File: src/rtl/qse_pkg.sv
// Package of shared constants, types and functions for the quadratic spline evaluator.
`timescale 1ns / 1ps
`default_nettype none
package qse_pkg;
    localparam int MAX_SEGMENTS = 64;
    localparam int MAX_DIM      = 8;
    localparam int DIM_W        = $clog2(MAX_DIM);
    localparam int KNOT_COUNT   = 2 * MAX_SEGMENTS + 1;
    localparam int KNOT_W       = $clog2(KNOT_COUNT);
    localparam int STORE_DEPTH  = KNOT_COUNT * MAX_DIM;
    localparam int ADDR_W       = $clog2(STORE_DEPTH);
    localparam int SEG_W        = $clog2(MAX_SEGMENTS + 1);
    localparam int ONE_Q16      = 65536;

    localparam logic [1:0] CFG_START    = 2'd0;
    localparam logic [1:0] CFG_DURATION = 2'd1;
    localparam logic [1:0] CFG_SEGMENTS = 2'd2;
    localparam logic [1:0] CFG_DIM      = 2'd3;

    localparam logic FUNC_LOAD = 1'b0;
    localparam logic FUNC_EVAL = 1'b1;

    typedef enum logic [3:0] {
        ST_IDLE, ST_MUL, ST_DIV1, ST_DIV2, ST_WMUL, ST_WSUM,
        ST_RD0, ST_RDC, ST_RD1, ST_ACC, ST_OUT
    } state_t;

    // Round a Q.16-scaled product to nearest, ties toward plus infinity.
    function automatic logic signed [47:0] round_q16(input logic signed [63:0] n);
        logic signed [63:0] s;
        s = n + 64'sd32768;
        return s[63:16];
    endfunction
endpackage
`default_nettype wire

File: src/rtl/qse_divider.sv
// Restoring divider, one quotient bit per cycle, 64-bit dividend by 32-bit divisor.
`timescale 1ns / 1ps
`default_nettype none
module qse_divider
    import qse_pkg::*;
(
    input  wire         aclk,
    input  wire         aresetn,
    input  wire         start,
    input  wire  [63:0] dividend,
    input  wire  [31:0] divisor,
    output logic        done,
    output logic [63:0] quotient,
    output logic [31:0] remainder
);
    logic [63:0] quo_reg, quo_next;
    logic [31:0] rem_reg, rem_next;
    logic [31:0] div_reg, div_next;
    logic [6:0]  cnt_reg, cnt_next;
    logic        busy_reg, busy_next, done_reg, done_next;
    logic [32:0] trial;

    always_comb begin
        quo_next  = quo_reg;
        rem_next  = rem_reg;
        div_next  = div_reg;
        cnt_next  = cnt_reg;
        busy_next = busy_reg;
        done_next = 1'b0;
        trial     = {rem_reg, quo_reg[63]};
        if (start) begin
            quo_next  = dividend;
            rem_next  = '0;
            div_next  = divisor;
            cnt_next  = 7'd64;
            busy_next = 1'b1;
        end else if (busy_reg) begin
            if (trial >= {1'b0, div_reg}) begin
                rem_next = trial[31:0] - div_reg;
                quo_next = {quo_reg[62:0], 1'b1};
            end else begin
                rem_next = trial[31:0];
                quo_next = {quo_reg[62:0], 1'b0};
            end
            cnt_next = cnt_reg - 7'd1;
            if (cnt_reg == 7'd1) begin
                busy_next = 1'b0;
                done_next = 1'b1;
            end
        end
    end

    always_ff @(posedge aclk) begin
        if (!aresetn) begin
            busy_reg <= 1'b0;
            done_reg <= 1'b0;
            cnt_reg  <= '0;
        end else begin
            busy_reg <= busy_next;
            done_reg <= done_next;
            cnt_reg  <= cnt_next;
        end
        quo_reg <= quo_next;
        rem_reg <= rem_next;
        div_reg <= div_next;
    end

    assign done      = done_reg;
    assign quotient  = quo_reg;
    assign remainder = rem_reg;
endmodule
`default_nettype wire

File: config.mk
export PLATFORM = sky130hd
export DESIGN_NAME = qse_divider
export DESIGN_NICKNAME = d
export VERILOG_FILES = /design/src/rtl/qse_pkg.sv /design/src/rtl/qse_divider.sv
export SDC_FILE = /design/constraint.sdc
export NUM_CORES = 1
export LEC_CHECK = 0
export ABC_AREA = 1
export BUFFER_PORTS_ARGS = -buffer_cell sky130_fd_sc_hd__buf_2
export CAP_MARGIN = 20
export CORE_ASPECT_RATIO = 0.8
export CORE_UTILIZATION = 40
export CTS_CLUSTER_SIZE = 30
export DETAILED_ROUTE_END_ITERATION = 10
export PLACE_DENSITY = 0.68
export SYNTH_ARGS = -nofsm -noshare
export SYNTH_HDL_FRONTEND = slang
export SYNTH_SLANG_ARGS = --single-unit
File: constraint.sdc
create_clock -name aclk -period 8.31 [get_ports aclk]
set_clock_uncertainty 0.15 [all_clocks]
set_input_delay 1.662 -clock aclk [delete_from_list [all_inputs] [get_ports aclk]]
set_output_delay 1.662 -clock aclk [all_outputs]
set_load 0.05 [all_outputs]
### Yosys cells after proc, flatten, opt, wreduce, memory -nomap -nowiden

Index checks and enable logic that the tools add are counted.
Widths: inputs -> output; s select.

* $add $sub $neg: 2
* multipliers: 0
* div/mod/pow operators: 0
* $lt $le $gt $ge: 1
* eq/ne operators: 1
* shift operators: 0
* multiplexer cells: 10
* bitwise logic cells: 2
* reduce and logical (&&, ||, !) cells: 3

Operators by type and width (number)
* $mux 64: 2
* $ge 33x32->1: 1
* $mux 32: 1
* $sub 32x32->32: 1
* $mux 7: 2
* $eq 7x1->1 const B: 1
* $sub 7x1->7 const B: 1
* $mux 1: 5
* $reduce_or 3->1: 1
* $not 1->1: 2
* $reduce_bool 2->1: 1
* $reduce_or 2->1: 1

* flip-flop bits (word level): 137
* latch bits: 0
* RAM bits: 0
* bits in read-only memories: 0
* input port bits: 99
* logic and storage cells: 26
* memories: 0

### Longest topological paths before layout

* word-level depth: 4
* depth in mapped cells: 16
* depth with buffers taken out: 16

### Worst setup path after synthesis

Ideal clock, no wire load.

* path type: input -> register
* start: input port start
* end: register quo_reg[0] (netlist: quotient[0]) (enable)
* library setup time: 455 ps
* data arrival time: 3760 ps
* required time: 7705 ps
* path slack: 3946 ps
* stages: 3
* buffers on the path: 1
* cells stage by stage: nor2_1 inv_1 clkbuf_1

* longest elaborated chain between the ends: 1

Ends and longest elaborated chain
* start: declaration: line qse_divider.sv:9 `input wire start,`
* $reduce_bool 2->1 (no source line)
* end signal: assignment: line qse_divider.sv:63 `quo_reg <= quo_next;`
* end: declaration: line qse_divider.sv:16 `logic [63:0] quo_reg, quo_next;`

No other way between the ends.
A chain may end at the register's enable or synchronous reset.

### Final worst setup path

* start: input port start
* end: register quo_reg[63] (netlist: quotient[63]) (enable)

The elaborated chain is that of the path after synthesis.

==> results.sh <==
export IMPL_outcome="finished clean"
export IMPL_yosys_area_top_type="edfxtp_1"
export IMPL_synth_enable_flop_cells=96
export IMPL_startpoint_type="input pin"
export IMPL_synth_commonest_cells="498 x nand2_1, 183 x inv_1, 96 x edfxtp_1"
export IMPL_post_cts_buffers=0
export IMPL_drv_cap=0
export IMPL_grt_pass1_wl_mm=36.3
export IMPL_fp_dieH_um=130
export IMPL_stdcell_area_um2=10000
export IMPL_r2r_end="remainder[11]"
export IMPL_p_per_area_nw_per_um2=192
export IMPL_finalPower_mw=1.93
export IMPL_maxSlewViolCount=0
export IMPL_rsz0062_at_grt="false"
export IMPL_antenna_found_initial=1
export IMPL_setup_ws_ns=4.91
export IMPL_cts_buffers=17
export IMPL_ys_types=35
export IMPL_io_pins=196
export IMPL_worst_slew_pin_slew_ns=0.912
export IMPL_die_x_um=162
export IMPL_layout_drive_gt1_share=0.191
export IMPL_grt_max_degree=68
export IMPL_min_path_type="reg -> reg"
export IMPL_start_util=0.411
export IMPL_pre_cts_ws_ns=3.73
export IMPL_first_pass_iters=5
export IMPL_p_leak_nw=5.44
export IMPL_slew_headroom=0.391
export IMPL_worstHoldStart="remainder[22]"
export IMPL_clk_transition_reported_paths_ns=0.06
export IMPL_cts_resized_gates=0
export IMPL_cts_tree="done"
export IMPL_syn_area_um2=8190
export IMPL_synth_most_common_cell="nand2_1"
export IMPL_ys_warn_count=0
export IMPL_clk_latency_ns=0.43
export IMPL_io_buffer_count=195
export IMPL_die_area_um2=21000
export IMPL_diodes=0
export IMPL_end_kind="register"
export IMPL_nets=1448
export IMPL_drt_antenna_violating_nets=0
export IMPL_syn2layout_area_growth_pct=22.3
export IMPL_syn_num_nets=1257
export IMPL_avgSynthCellArea_um2=7.29
export IMPL_post_drt_via_cell_ratio=4.77
export IMPL_r2r_cells=10
export IMPL_post_dp_cell_area_um2=9380
export IMPL_crit_required_ns=8.25
export IMPL_fmax_ghz=0.294
export IMPL_arrival_ns=3.33
export IMPL_wl_per_cell_um=14.2
export IMPL_gp_congestion=0.957
export IMPL_totalWireLength_mm=22.7
export IMPL_critPathMaxFanout=46
export IMPL_crit_end="quotient[63]"
export IMPL_ys_flop_type="edfxtp_1"
export IMPL_gr_total_overflow=0
export IMPL_clock_sinks=137
export IMPL_setup_viol=0
export IMPL_largest_register_ffs=64
export IMPL_root_buffer="clkbuf_16"
export IMPL_cts_htree_levels=4
export IMPL_fin_setup_tns_ns=0
export IMPL_via_count=7593
export IMPL_core_region_area_um2=19900
export IMPL_num_rows=46
export IMPL_drt_iter0_markers=448
export IMPL_yosys_top_cells_area="edfxtp_1 35%, nand2_1 23%, dfxtp_1 10%"
export IMPL_finalHoldViolations=0
export IMPL_ys_seq_elements=137
export IMPL_dp_hpwl_mm=16.7
export IMPL_min_period_over_period=0.409
export IMPL_critPathLaunch="start"
export IMPL_drc=0
export IMPL_synth_top_area_frac=0.352
export IMPL_yosysSeqAreaShare=0.452
export IMPL_ctsHoldBuffers=0
export IMPL_grt_pass1_vias=7091
export IMPL_postSynthCellCount=1123
export IMPL_critPathKind="in -> reg"
export IMPL_grt_total_usage=0.223
export IMPL_synthArstFlopShare=0
export IMPL_clk_path_buf_depth=2
export IMPL_vdd_ir_drop_worst_uv=159
export IMPL_r2r_start="remainder[29]"
export IMPL_rrSetupSlack_ns=5.18
export IMPL_finalCriticalPeriod_ns=3.40
## per-stage QoR
step / hold slack (ns) / std cells / utilization
finish: 0.332 / 1591 / 0.503
global route: 0.354 / 1591 / 0.503
CTS: 0.337 / 1589 / 0.502
detailed placement: 0.313 / 1557 / 0.471
global placement: 0.309 / 1557 / 0.471
floorplan: 0.287 / 1123 / -
## kinds of logic (layout without fill, tap and decap cells)
group           after synthesis  in the layout  share of synthesized area
flops                       137            137                      0.452
xor+xnor                     15             15                     0.0160
simple gates                675            675                      0.343
fa+ha+maj                    35             35                     0.0544
buf+inv                     212            416                      0.102
compound gates               49             49                     0.0324
## final cells by class
class / instances / area (um^2)
clock buffer: 17 / 425
clock inverter: 15 / 179
inverter: 183 / 687
sequential: 137 / 3700
multi-input combinational: 774 / 3650
timing repair buffer: 201 / 1040
tap: 264 / 330
fill: 2025 / 9900
## worst min path at each step
stage | end | slack (ns) | cells after the start
floorplan | done | 0.29 | 1
global placement | done | 0.31 | 1
detailed placement | done | 0.31 | 1
CTS | remainder[23] | 0.34 | 2
global route | remainder[20] | 0.35 | 2
finish | remainder[22] | 0.33 | 2
## placed cells by master (no fill, tap or decap), types with 2 or more instances in the layout
master	n
nor3_1	9
xnor2_1	13
a21oi_1	20
nor4_1	2
inv_1	181
nand2_1	498
nand2_2	5
edfxtp_1	96
o21bai_1	2
ha_1	34
nand3b_1	19
nand3_2	2
o21ai_0	5
and3_1	2
inv_6	3
clkbuf_16	17
buf_4	6
and2_1	5
xor2_1	2
dfxtp_1	41
buf_2	194
nor2_1	44
clkinv_4	2
nand4_1	5
inv_8	6
clkinv_8	2
nor2_2	9
nand3_1	72
nand2_4	2
a31oi_1	2
o21ai_1	16
inv_2	2
## metal layers
metal | up-vias | wire length (um) | share of wire | GRT usage
li1 | 3871 | - | - | -
met1 | 3435 | 10600 | 0.47 | 0.301
met2 | 253 | 9920 | 0.44 | 0.350
met3 | 32 | 1690 | 0.075 | 0.0572
met4 | 2 | 433 | 0.019 | 0.0755
met5 | - | 13 | 0.00057 | 0
## where the power goes
part	internal (mW)	total, mW	leakage (nW)	switching (mW)
sequential	0.790	0.816	1.30	0.0263
combinational	0.0857	0.327	3.84	0.242
clock	0.432	0.784	0.299	0.352
total	1.31	1.93	5.44	0.620
## worst max-delay path: stages
cell and delay (ns):
buf_4 0.36, nor2_1 0.14, buf_4 0.22, inv_2 0.15
buf_12 0.28, buf_4 0.44
(Power assumes the default switching activity.)
